==> config.mk <==
export PLATFORM = sky130hd
export DESIGN_NAME = rfpd_sqrt_pipe
export DESIGN_NICKNAME = d
export VERILOG_FILES = /design/src/hdl/rfpd_sqrt_pipe.sv
export SDC_FILE = /design/constraint.sdc
export NUM_CORES = 1
export LEC_CHECK = 0
export BUFFER_PORTS_ARGS = -buffer_cell sky130_fd_sc_hd__buf_2
export CAP_MARGIN = 15
export CORE_ASPECT_RATIO = 0.5
export CORE_MARGIN = 3
export CORE_UTILIZATION = 63
export DETAILED_ROUTE_END_ITERATION = 7
export HOLD_SLACK_MARGIN = 0.1
export PLACE_DENSITY_LB_ADDON = 0.05
export REMOVE_ABC_BUFFERS = 1
export SYNTH_ARGS = -nofsm -noshare
export SYNTH_HDL_FRONTEND = slang
export SYNTH_SLANG_ARGS = --single-unit
export TNS_END_PERCENT = 5
==> constraint.sdc <==
create_clock -name clk -period 3.2 [get_ports clk]
set_input_delay 0.48 -clock clk [delete_from_list [all_inputs] [get_ports clk]]
set_output_delay 0.48 -clock clk [all_outputs]
set_load 0.01 [all_outputs]
==> src/hdl/rfpd_sqrt_pipe.sv <==
// pipelined integer square root, one result bit per register stage
// standalone, carries an opaque payload alongside the root
module rfpd_sqrt_pipe #(
    parameter int W  = 16,
    parameter int PW = 8
) (
    input  logic           clk,
    input  logic           rst_n,
    input  logic           en,
    input  logic           in_valid,
    input  logic [2*W-1:0] in_rad,
    input  logic [PW-1:0]  in_side,
    output logic           out_valid,
    output logic [W-1:0]   out_root,
    output logic [PW-1:0]  out_side
);

    localparam int RW = W + 2;
    localparam int SW = W + 4;

    logic           v_reg    [W];
    logic [RW-1:0]  rem_reg  [W];
    logic [W-1:0]   root_reg [W];
    logic [2*W-1:0] rad_reg  [W];
    logic [PW-1:0]  side_reg [W];

    for (genvar k = 0; k < W; k++) begin : g_step
        logic           prev_v;
        logic [RW-1:0]  prev_rem;
        logic [W-1:0]   prev_root;
        logic [2*W-1:0] prev_rad;
        logic [PW-1:0]  prev_side;
        logic [SW-1:0]  sh;
        logic [SW-1:0]  trial;
        logic           ge;
        logic [RW-1:0]  rem_next;
        logic [W-1:0]   root_next;
        logic [2*W-1:0] rad_next;

        if (k == 0) begin : g_first
            assign prev_v    = in_valid;
            assign prev_rem  = '0;
            assign prev_root = '0;
            assign prev_rad  = in_rad;
            assign prev_side = in_side;
        end else begin : g_rest
            assign prev_v    = v_reg[k-1];
            assign prev_rem  = rem_reg[k-1];
            assign prev_root = root_reg[k-1];
            assign prev_rad  = rad_reg[k-1];
            assign prev_side = side_reg[k-1];
        end

        // bring down two radicand bits and try the next root bit
        assign sh        = {prev_rem, prev_rad[2*W-1 -: 2]};
        assign trial     = {2'b00, prev_root, 2'b01};
        assign ge        = (sh >= trial);
        assign rem_next  = ge ? RW'(sh - trial) : RW'(sh);
        assign root_next = {prev_root[W-2:0], ge};
        assign rad_next  = {prev_rad[2*W-3:0], 2'b00};

        always_ff @(posedge clk or negedge rst_n)
        begin
            if (!rst_n)
            begin
                v_reg[k] <= 1'b0;
            end
            else if (en)
            begin
                v_reg[k] <= prev_v;
            end
        end

        always_ff @(posedge clk)
        begin
            if (en)
            begin
                rem_reg[k]  <= rem_next;
                root_reg[k] <= root_next;
                rad_reg[k]  <= rad_next;
                side_reg[k] <= prev_side;
            end
        end
    end

    assign out_valid = v_reg[W-1];
    assign out_root  = root_reg[W-1];
    assign out_side  = side_reg[W-1];

endmodule

==> summary.md, run 1 <==
| Metric | Value |
|---|---|
| Status | `finished, final reports clean` |
| Delay-heaviest family, CP | `compound AO/OA/AOI/OAI gates` |
| Clk sinks | `770` |
| Max stage delay on crit path | `0.39 ns` |
| Critical path arrival | `around 3.2 ns` |
| WS Path Type | `reg2reg` |
| Die area | `55440 um2` |
| Synthesized area per cell | `14.43 um2` |
| Power Density | `648.5 nW/um2` |
| CTS max path bufs | `3` |
| CP required | `3.53 ns` |
| Relative slew slack | `53.07%` |
| Sequential area share after synthesis | `69.69%` |
| Starting density of the core | `64.81%` |
| First-pass GRT wire length | `84410 um` |
| Mapped cell area | `about 33000 um2` |
| Total power draw | `24.10 mW` |
| Final setup vio count | `0` |
| Slew Limit Fails | `0` |
| Core region area | `about 51000 um2` |
| RSZ-0062 raised after global routing | `no` |
| Class of the worst hold path | `in2reg` |
| GR Util met2 | `roughly a third` |
| Drc violations | `0` |
| Largest net degree at the start of global routing | `80` |
| Nature of the critical path startpoint | `register` |
| Total Nets Final | `2670` |
| Die Ht | `168.0 um` |
| Count of unique library cells instantiated by Yosys | `72` |
| Main flop type after synthesis | `edfxtp_1` |
| Static Leak | `14.13 nW` |
| Routing usage on met3 | `roughly 3.4%` |
| Post CTS Setup Buffer Count | `0` |
| CTS resizes | `0` |
| DIE WIDTH | `330.0 um` |
| Drt total wl | `50870 um` |
| Setup Skew | `0.01361 ns` |
| Most used routing layer | `met2` |
| CTS tree | `done` |
| Critical Path Fanout Max | `9` |
| Clk_lat worst skew | `0.59 ns` |
| Row count | `58` |
| Final period utilization | `88.91%` |
| Layout cells sized above 1 | `between 10% and 20%` |
| Tmin final | `2.845 ns` |
| Seq cells post-synth | `770` |
| CTS buffer count | `between 60 and 70` |
| Vias in the first global route | `17910` |
| Antenna violations before repair | `0` |
| Vias | `17810` |
| Worst Tran Pin Value | `0.6975 ns` |
| Fmax | `351.5 MHz` |
| Worst VDD drop | `0.4840 mV` |
| Grt met1 use | `21.44%` |
| DP Area | `around 35000 um2` |
| Synth Instances | `2292` |
| First drt pass iteration count | `5` |
| Buffers & Inverters on Critical Path | `1` |
| H-tree depth | `3` |
| Vias per inst | `5.548` |
| Layout area overhead | `12.37%` |
| Max reg flops | `250` |
| Crit-path slowest cell | `edfxtp_1` |
| Ports | `69` |
| Max Cap Violations | `0` |
| WL/cell | `15.84 um` |
| Hold slack | `0.1902 ns` |
| Port bufs | `68` |
| EDFF count, synth | `754` |
| Hold Vio Cnt, Final | `0` |
| Initial detailed-routing violation count | `882` |
| GRT Overall Usage | `18.79%` |
| Clk slew on worst S/H paths | `0.07 ns` |
| Yosys warnings | `0` |
| Post-route ant nets | `0` |
| N_diodes | `0` |
| Global placement routability congestion | `just over 0.9` |
| Post-synth ARST share | `2.078%` |
| Design area | `37160 um2` |
| Clk root buf | `clkbuf_16` |
| Post-DP HPWL | `between 30000 and 40000 um` |
| Crit path cell chain | `ha_1 > nor2b_1 > o31a_1 > or3_1 > a221o_1 > a311o_1 > buf_4 > mux2_4` |
| Gr ovfl total | `0` |
| Setup crit end kind | `register` |
## metal layers
metal / vias up / part of all wire [%]
li1: 8905 / -
met1: 8414 / 40
met2: 352 / 53
met3: 143 / 3.3
met4: 0 / 3.7
met5: - / 0
## where the power goes
part           switching (mW)  leakage (nW)  internal (mW)  total (mW)
clock                    3.37          1.05           4.68        8.05
combinational            1.70          5.64           1.43        3.12
sequential              0.550          7.44           12.4        12.9
total                    5.62          14.1           18.5        24.1
## layout by cell type, fill, tap and decap left out, types with 19 or more instances in the layout
cell	instances
buf_4	22
nand2_1	115
nor2_1	138
inv_1	174
clkbuf_16	69
nand2b_1	23
o21ai_0	102
edfxtp_1	754
ha_1	153
or3_1	19
nor4_1	34
xnor2_1	101
nand3_1	33
dlygate4sd3_1	40
a21oi_1	139
xor2_1	96
o21a_1	27
nor3_1	58
mux2_2	42
nor2b_1	20
a21o_1	25
buf_2	67
## stage by stage
step / cells / worst slack (ns) / util [%] / setup TNS (ns)
global route: 3211 / 0.09176 / 72.83 / 0
floorplan: 2260 / -0.1796 / - / -0.3341
global placement: 3054 / 0.4237 / 67.78 / 0
CTS: 3211 / 0.3552 / 72.83 / 0
finish: 3211 / 0.3548 / 72.83 / 0
detailed placement: 3054 / 0.3952 / 67.78 / 0
## worst paths after layout
path,start,cells after the start,endpoint,slack [ns]
max,rem_reg[1][18],8,rem_reg[1][45],0.35
min,in_rad[31],2,root_reg[0][0],0.19
max reg2reg,rem_reg[1][18],8,rem_reg[1][45],0.35
min reg2reg,rad_reg[0][81],0,rad_reg[0][113],0.41
max in group asynchronous,rst_n,2,g_step[7].prev_v,2.60
min in group asynchronous,rst_n,2,g_step[1].prev_v,0.34
## cell type report
| class | instances | area [um2] |
|---|---|---|
| sequential | 770 | 23040 |
| fill | 3242 | 13860 |
| multi-input combinational | 1315 | 9221 |
| clock buffer | 83 | 1779 |
| timing repair buffer | 144 | 1196 |
| tap | 690 | 863.3 |
| inverter | 175 | 656.9 |
| clock inverter | 34 | 396.6 |
## kinds of logic after synthesis
family	synth area share (%)
buf+inv	2.444
compound gates	7.262
flops	69.69
mux	1.627
other cells	0.01134
xor+xnor	5.218
fa+ha+maj	5.790
simple gates	7.962
## synth_stat cells, types with 9 or more instances
| cell type | instances | area (um2) |
|---|---|---|
| nand4_1 | 15 | 93.84 |
| nor3_1 | 58 | 290.3 |
| o211ai_1 | 9 | 67.56 |
| o21ai_0 | 103 | 515.5 |
| edfxtp_1 | 754 | 22640 |
| xnor2_1 | 101 | 884.6 |
| buf_2 | 10 | 50.05 |
| a21oi_1 | 139 | 695.7 |
| or4_1 | 12 | 90.09 |
| and3_1 | 16 | 100.1 |
| ha_1 | 153 | 1914 |
| or3_1 | 19 | 118.9 |
| nor2_1 | 138 | 518.0 |
| dfrtp_1 | 16 | 400.4 |
| a21o_1 | 25 | 187.7 |
| nand2_1 | 115 | 431.7 |
| nor2b_1 | 20 | 125.1 |
| nand2b_1 | 23 | 143.9 |
| nand3_1 | 33 | 165.2 |
| nor4_1 | 35 | 219.0 |
| xor2_1 | 96 | 840.8 |
| o21a_1 | 27 | 202.7 |
| inv_1 | 174 | 653.1 |
| clkbuf_1 | 18 | 67.56 |
| a211oi_1 | 13 | 97.59 |
| mux2_2 | 42 | 473.0 |
## timing repair
| action | CTS | global route |
|---|---|---|
| endpoints found under the hold margin | 55 | 0 |
| hold buffers | 40 | 0 |
| endpoints found under the setup margin | 0 | 0 |
## worst reg2reg max path, delay by kind of cell (launching register included)
kind	cells	cell delay, ns
mux	1	0.29
fa+ha+maj	1	0.36
compound gates	3	0.91
buf+inv	1	0.18
flops	1	0.39
simple gates	2	0.48
Power figures use the tool's default switching activity.
==> inputs of run 2 (changes only) <==
--- a/config.mk
+++ b/config.mk
@@ -9,11 +9,12 @@
 export CAP_MARGIN = 15
 export CORE_ASPECT_RATIO = 0.5
 export CORE_MARGIN = 3
-export CORE_UTILIZATION = 63
+export CORE_UTILIZATION = 65
 export DETAILED_ROUTE_END_ITERATION = 7
 export HOLD_SLACK_MARGIN = 0.1
 export PLACE_DENSITY_LB_ADDON = 0.05
 export REMOVE_ABC_BUFFERS = 1
+export SKIP_CTS_REPAIR_TIMING = 1
 export SYNTH_ARGS = -nofsm -noshare
 export SYNTH_HDL_FRONTEND = slang
 export SYNTH_SLANG_ARGS = --single-unit
==> constraint.sdc (replaced) <==
create_clock -name clk -period 3.4 [get_ports clk]
set_input_delay 0.51 -clock clk [delete_from_list [all_inputs] [get_ports clk]]
set_output_delay 0.51 -clock clk [all_outputs]
set_load 0.01 [all_outputs]
==> run 2 against run 1 <==
  * Critical path type unchanged
  * First-iteration DRC count rose by 11%
  * Sequential power fell by 5%
  * Largest cell class unchanged
  * Register-to-register slack got worse by 0.07 ns
  * Hold slack got worse by 0.051 ns
  * Cell count fell by 0.34%
==> summary.md, run 2 (synthesis results as in run 1) <==
| Metric | Value |
|---|---|
| Status | `finished, final reports clean` |
| Core region area | `49350 um2 (-3.3%)` |
| Max reg flops | `250 (unchanged)` |
| Slew Limit Fails | `0 (unchanged)` |
| Largest net degree at the start of global routing | `90 (+13%)` |
| Worst R2R End | `rem_reg[1][45]` |
| Final setup margin | `0.2817 ns (-0.07305 ns)` |
| Setup Skew | `0.02261 ns (+0.009001 ns)` |
| Vias | `17930 (+0.66%)` |
| Drc violations | `0 (unchanged)` |
| Hold Crit Depth | `2 (unchanged)` |
| Setup WS pre-CTS | `0.3171 ns (-0.07810 ns)` |
| Layout cells sized above 1 | `10.27% (+0.036 points)` |
| Antenna violations before repair | `0 (unchanged)` |
| Ports | `69 (unchanged)` |
| Final setup vio count | `0 (unchanged)` |
| Max Cap Violations | `0 (unchanged)` |
| Total Nets Final | `2669 (-0.037%)` |
| Die area | `53780 um2 (-3.0%)` |
| Final period utilization | `91.71% (+2.8 points)` |
| First drt pass iteration count | `5 (unchanged)` |
| RR Startpoint | `rem_reg[1][18]` |
| H-tree depth | `3 (unchanged)` |
| DIE WIDTH | `325.0 um (-1.5%)` |
| Crit-path slowest cell | `a311o_1` |
| Worst Tran Pin Value | `0.9353 ns (+0.2378 ns)` |
| Delay-heaviest family, CP | `compound AO/OA/AOI/OAI gates` |
| GRT Overall Usage | `19.28% (+0.48 points)` |
| Critical Path Fanout Max | `23 (+14)` |
| Nature of the critical path startpoint | `register` |
| Class of the worst hold path | `in2reg` |
| Crit path cell chain | `ha_1 > nor2b_1 > o31a_1 > or3_1 > a221o_1 > a311o_1 > mux2_4` |
| WP depth | `7 (-1)` |
| Row count | `57 (-1.7%)` |
| Setup TNS | `0 ns (unchanged)` |
| Port bufs | `68 (unchanged)` |
| Post-DP HPWL | `35190 um (+1.1%)` |
| Tmin final | `3.118 ns (+0.2730 ns)` |
| Clk slew on worst S/H paths | `0.07 ns (about the same)` |
| Relative slew slack | `37.65% (-15 points)` |
| CTS buffer count | `66 (-1.5%)` |
| Worst VDD drop | `0.4754 mV (-1.8%)` |
| HP Start | `in_valid` |
| N_diodes | `0 (unchanged)` |
| Drt total wl | `52140 um (+2.5%)` |
| Die Ht | `165.5 um (-1.5%)` |
| Initial detailed-routing violation count | `982 (+11%)` |
| Setup crit end kind | `register` |
| CTS max path bufs | `3 (unchanged)` |
| CTS tree | `done` |
| R2r worst-path depth | `7 (-1)` |
| Critical path arrival | `3.47 ns (+0.29 ns)` |
| Fmax | `320.7 MHz (-8.8%)` |
| Vias per inst | `5.603 (+1.0%)` |
| Static Leak | `14.10 nW (-0.21%)` |
| Hold Vio Cnt, Final | `0 (unchanged)` |
| Max stage delay on crit path | `0.60 ns (+0.21 ns)` |
| Global placement routability congestion | `0.9060 (-2.8%)` |
| Buffers & Inverters on Critical Path | `0 (-1)` |
| WL/cell | `16.29 um (+2.8%)` |
| Commonest non-fill, non-tap cell in the layout | `edfxtp_1` |
| Clk root buf | `clkbuf_16` |
| Clk sinks | `770 (unchanged)` |
| RSZ-0062 raised after global routing | `no` |
| Most frequent cells in the layout | `edfxtp_1, inv_1, ha_1, a21oi_1, nor2_1` |
| Clk_lat worst skew | `0.60 ns (about the same)` |
| Reg2Reg Setup Slack | `0.28 ns (-0.07 ns)` |
| WS Path Type | `reg2reg` |
| Starting density of the core | `67.00% (+2.2 points)` |
| Vias in the first global route | `17650 (-1.4%)` |
| Power Density | `609.5 nW/um2 (-6.0%)` |
| Layout area overhead | `12.02%` |
| Hold Path End | `g_step[1].prev_v` |
| Post-route ant nets | `0 (unchanged)` |
| CP required | `3.75 ns (+0.22 ns)` |
| Gr ovfl total | `0 (unchanged)` |
| First-pass GRT wire length | `83590 um (-0.98%)` |
==> run 2: changes by cell type in the layout (fill, tap and decap cells not counted), sizes merged <==
cell / before / now
buf: 104 / 105
bufinv: 9 / 6
clkbuf: 83 / 85
clkinv: 20 / 22
clkinvlp: 4 / 1
dlygate4sd3: 40 / 39
inv: 176 / 179
==> run 2: layout make-up <==
class | count | area [um2]
inverter | 175 | 656.9
clock buffer | 85 | 1797
sequential | 770 | 23040
fill | 3079 | 12310
multi-input combinational | 1315 | 9221
clock inverter | 33 | 342.8
timing repair buffer | 144 | 1131
tap | 678 | 848.3
==> run 2: routing by layer <==
| layer | wire, um | track usage (%) | vias up |
|---|---|---|---|
| li1 | - | - | 8915 |
| met1 | 20940 | 21.62 | 8568 |
| met2 | 27850 | 37.03 | 325 |
| met3 | 1626 | 3.304 | 123 |
| met4 | 1728 | 7.657 | 0 |
| met5 | 0 | 0 | - |
==> run 2: worst max path at each step <==
stage                         startpoint              to
after floorplan            rem_reg[1][3]  rem_reg[1][35]
after CTS                 rem_reg[1][18]  rem_reg[1][45]
after detailed placement  rem_reg[1][18]  rem_reg[1][45]
final                     rem_reg[1][18]  rem_reg[1][45]
after global routing      rem_reg[1][75]  rem_reg[1][93]
after global placement    rem_reg[1][18]  rem_reg[1][45]
==> run 2: metrics by stage <==
step | instances | total power [mW] | cell area (um2) | util [%] | hold WS (ns)
finish | 3200 | 22.57 | 37040 | 75.05 | 0.1390
floorplan | 2260 | 14.30 | 32910 | - | 0.2144
detailed placement | 3043 | 15.26 | 34510 | 69.92 | 0.4045
CTS | 3161 | 22.75 | 36650 | 74.26 | -0.2243
global route | 3200 | 23.61 | 37040 | 75.05 | 0.1241
global placement | 3043 | 15.16 | 34510 | 69.92 | 0.4002
==> run 2: power breakdown <==
part | switching (mW) | total [mW] | leakage, nW | internal [mW]
Sequential | 0.537 | 12.2 | 7.44 | 11.6
Combinational | 1.60 | 2.94 | 5.62 | 1.33
Clock | 3.23 | 7.45 | 1.04 | 4.22
Total | 5.37 | 22.6 | 14.1 | 17.2
==> inputs of run 3 (changes only) <==
--- a/config.mk
+++ b/config.mk
@@ -5,6 +5,7 @@
 export SDC_FILE = /design/constraint.sdc
 export NUM_CORES = 1
 export LEC_CHECK = 0
+export ABC_AREA = 1
 export BUFFER_PORTS_ARGS = -buffer_cell sky130_fd_sc_hd__buf_2
 export CAP_MARGIN = 15
 export CORE_ASPECT_RATIO = 0.5
==> run 3 against run 2 <==
  * The run now ends with DRC left
  * Cell area grew 11%
  * Hold slack got worse by 0.020 ns
  * Count of clock-buffer cells in the layout is 3 lower
  * Sequential power hardly changed
  * Register-to-register slack better by 0.66 ns
  * Global-route usage grew 5.3 points
  * Total power is 4.6% higher
  * Worst setup slack better by 0.66 ns
==> summary.md, run 3 <==
| Metric | Value |
|---|---|
| Status | `complete, but fails checks` |
| Failing checks | `DRC` |
| Most frequent cells in the layout | `nand2_1, edfxtp_1, inv_1, nor2_1, nand3_1` |
| Antenna violations before repair | `0 (unchanged)` |
| Hold Crit Depth | `3 (+1)` |
| CTS max path bufs | `3 (unchanged)` |
| EDFF count, synth | `754 (unchanged)` |
| RR Startpoint | `rem_reg[0][36]` |
| Max Cap Violations | `0 (unchanged)` |
| N_diodes | `0 (unchanged)` |
| Critical Path Fanout Max | `14 (-39%)` |
| Fmax | `407.0 MHz (+27%)` |
| Core Util, Final | `73.29% (-1.8 points)` |
| Setup Skew | `0.02629 ns (+0.003687 ns)` |
| HP Start | `in_valid` |
| GRT Overall Usage | `24.57% (+5.3 points)` |
| Vias | `24300 (+35%)` |
| Clk sinks | `770 (unchanged)` |
| Main flop type after synthesis | `edfxtp_1` |
| Initial detailed-routing violation count | `1832 (+87%)` |
| Commonest cells in the synthesized netlist | `nand2_1, edfxtp_1, inv_1` |
| Class of the worst hold path | `in2reg` |
| Final period utilization | `72.27% (-19 points)` |
| Commonest non-fill, non-tap cell in the layout | `nand2_1` |
| Count of unique library cells instantiated by Yosys | `46 (-36%)` |
| Yosys top cell area share | `61.26% (-7.2 points)` |
| Clk root buf | `clkbuf_16` |
| Total power draw | `23.62 mW (+4.6%)` |
| Max reg flops | `250 (unchanged)` |
| Static Leak | `17.41 nW (+24%)` |
| Clk_lat worst skew | `0.61 ns (about the same)` |
| Sequential area share after synthesis | `62.35% (-7.3 points)` |
| First drt pass iteration count | `8 (+3)` |
| RSZ-0062 raised after global routing | `no` |
| Layout cells sized above 1 | `9.176% (-1.1 points)` |
| CP required | `3.74 ns (about the same)` |
| Die Ht | `174.6 um (+5.5%)` |
| Leading area contributor after synthesis | `edfxtp_1` |
| H-tree depth | `3 (unchanged)` |
| Most frequent CP cell | `nand2_1` |
| CTS buffer count | `67 (+1.5%)` |
| Synthesized area per cell | `10.53 um2 (-27%)` |
| Clk slew on worst S/H paths | `0.07 ns (about the same)` |
| Core region area | `55870 um2 (+13%)` |
| Drc violations | `6 (+6)` |
| DP Area | `38290 um2 (+11%)` |
| Seq cells post-synth | `770 (unchanged)` |
| Setup WS pre-CTS | `1.007 ns (+0.6903 ns)` |
| First-pass GRT wire length | `117100 um (+40%)` |
| Relative slew slack | `57.08% (+19 points)` |
| Area contributors post-synth | `edfxtp_1, nand2_1, ha_1` |
| Row count | `61 (+7.0%)` |
| Nature of the critical path startpoint | `register` |
| Drt total wl | `72950 um (+40%)` |
| Ports | `69 (unchanged)` |
| Post-route ant nets | `0 (unchanged)` |
| Max stage delay on crit path | `0.42 ns (-0.18 ns)` |
| Power Density | `576.9 nW/um2 (-5.4%)` |
| Crit-path slowest cell | `nor2_2` |
| WS Path Type | `reg2reg` |
| Slew Limit Fails | `0 (unchanged)` |
| GR Util met2 | `43.64% (+6.6 points)` |
| Vias in the first global route | `23930 (+36%)` |
| Total Nets Final | `3872 (+45%)` |
| Final setup margin | `0.9428 ns (+0.6610 ns)` |
| Grt met1 use | `30.69% (+9.1 points)` |
| Post-synth ARST share | `2.078% (unchanged)` |
| Layout area overhead | `10.80%` |
| Crit path cell chain | `ha_1 > nand3b_1 > nand2_1 > nand2_1 > nand2_1 > nor2_2 > nand2_1 > nor2_2 > buf_4 > o21ai_0` |
| Port bufs | `68 (unchanged)` |
| Starting density of the core | `66.15% (-0.85 points)` |
| Post-DP HPWL | `53000 um (+51%)` |
| Tmin final | `2.457 ns (-0.6610 ns)` |
| R2r worst-path depth | `10 (+3)` |
| Hold Vio Cnt, Final | `0 (unchanged)` |
| DIE WIDTH | `343.2 um (+5.6%)` |
| CTS tree | `done` |
| Most used routing layer | `met2` |
| Yosys warnings | `0 (unchanged)` |
| WL/cell | `16.27 um (-0.13%)` |
| Reg2Reg Setup Slack | `0.94 ns (+0.66 ns)` |
| Gr ovfl total | `0 (unchanged)` |
| Critical path arrival | `2.80 ns (-0.67 ns)` |
| Synth Instances | `3510 (+53%)` |
| Setup TNS | `0 ns (unchanged)` |
| Hold Path End | `g_step[1].prev_v` |
| Setup crit end kind | `register` |
| Worst R2R End | `rem_reg[0][59]` |
| Worst Tran Pin Value | `0.6423 ns (-0.2930 ns)` |
| Die area | `59930 um2 (+11%)` |
| Vias per inst | `5.419 (-3.3%)` |
| Most common cell in the synthesized netlist | `nand2_1` |
| Global placement routability congestion | `0.9347 (+3.2%)` |
| Design area | `40950 um2 (+11%)` |
| Mapped cell area | `36960 um2 (+12%)` |
| Final setup vio count | `0 (unchanged)` |
| Largest net degree at the start of global routing | `101 (+12%)` |
| Worst VDD drop | `0.3730 mV (-22%)` |
| Routing usage on met3 | `3.694% (+0.39 points)` |
[run 3: cell count changes after synthesis, moves of 64 or more]
cell     previous run  this run
inv_1             174       485
nand2_1           115       943
nand3_1            33       193
nor2_1            138       281
xnor2_1           101        37
[run 3: area by class of cell]
| type | count | area (um2) |
|---|---|---|
| inverter | 502 | 1892 |
| sequential | 770 | 23040 |
| tap | 756 | 945.9 |
| clock buffer | 82 | 1807 |
| clock inverter | 39 | 474.2 |
| fill | 3892 | 14920 |
| multi-input combinational | 2209 | 11760 |
| timing repair buffer | 125 | 1023 |
[run 3: worst max-delay path by stage]
stage	end	slack, ns	startpoint	depth (start not counted)
after detailed placement	rem_reg[0][59]	1.01	rem_reg[0][37]	10
after global routing	rem_reg[0][59]	0.74	rad_reg[0][88]	11
final	rem_reg[0][59]	0.94	rem_reg[0][36]	10
after CTS	rem_reg[0][59]	0.97	rem_reg[0][36]	10
after global placement	rem_reg[1][120]	1.04	rem_reg[1][103]	10
after floorplan	rem_reg[0][62]	1.17	rem_reg[0][37]	11
[run 3: report_power, final]
group / switching, mW / internal [mW]
Sequential: 0.492 / 11.5
Combinational: 2.39 / 1.30
Clock: 3.42 / 4.51
[run 3: per-layer routing]
metal	part of all wire [%]	wire [um]
met2	51	37030
met5	0	0
met4	3.6	2605
met3	4.5	3270
met1	41	30050
[run 3: logic make-up after synthesis]
family          after synthesis  synth area share, %
simple gates               1613                18.83
fa+ha+maj                   153                5.180
flops                       770                62.35
xor+xnor                     98                2.322
other cells                   1              0.01015
buf+inv                     531                5.823
compound gates              344                5.488
[run 3: per-stage QoR]
stage	hold slack (ns)	cells
finish	0.1187	4483
global route	0.1050	4483
CTS	-0.2210	4445
detailed placement	0.4045	4324
global placement	0.4002	4324
floorplan	0.2144	3481
[run 3: worst max-delay path, delay by kind of cell (launching register included)]
family	cells	cell delay (ns)
and+or+nand+nor	7	1.06
DFF	1	0.41
adders and majority gates	1	0.41
buffers and inverters	1	0.25
AOI/OAI and AO/OA	1	0.09
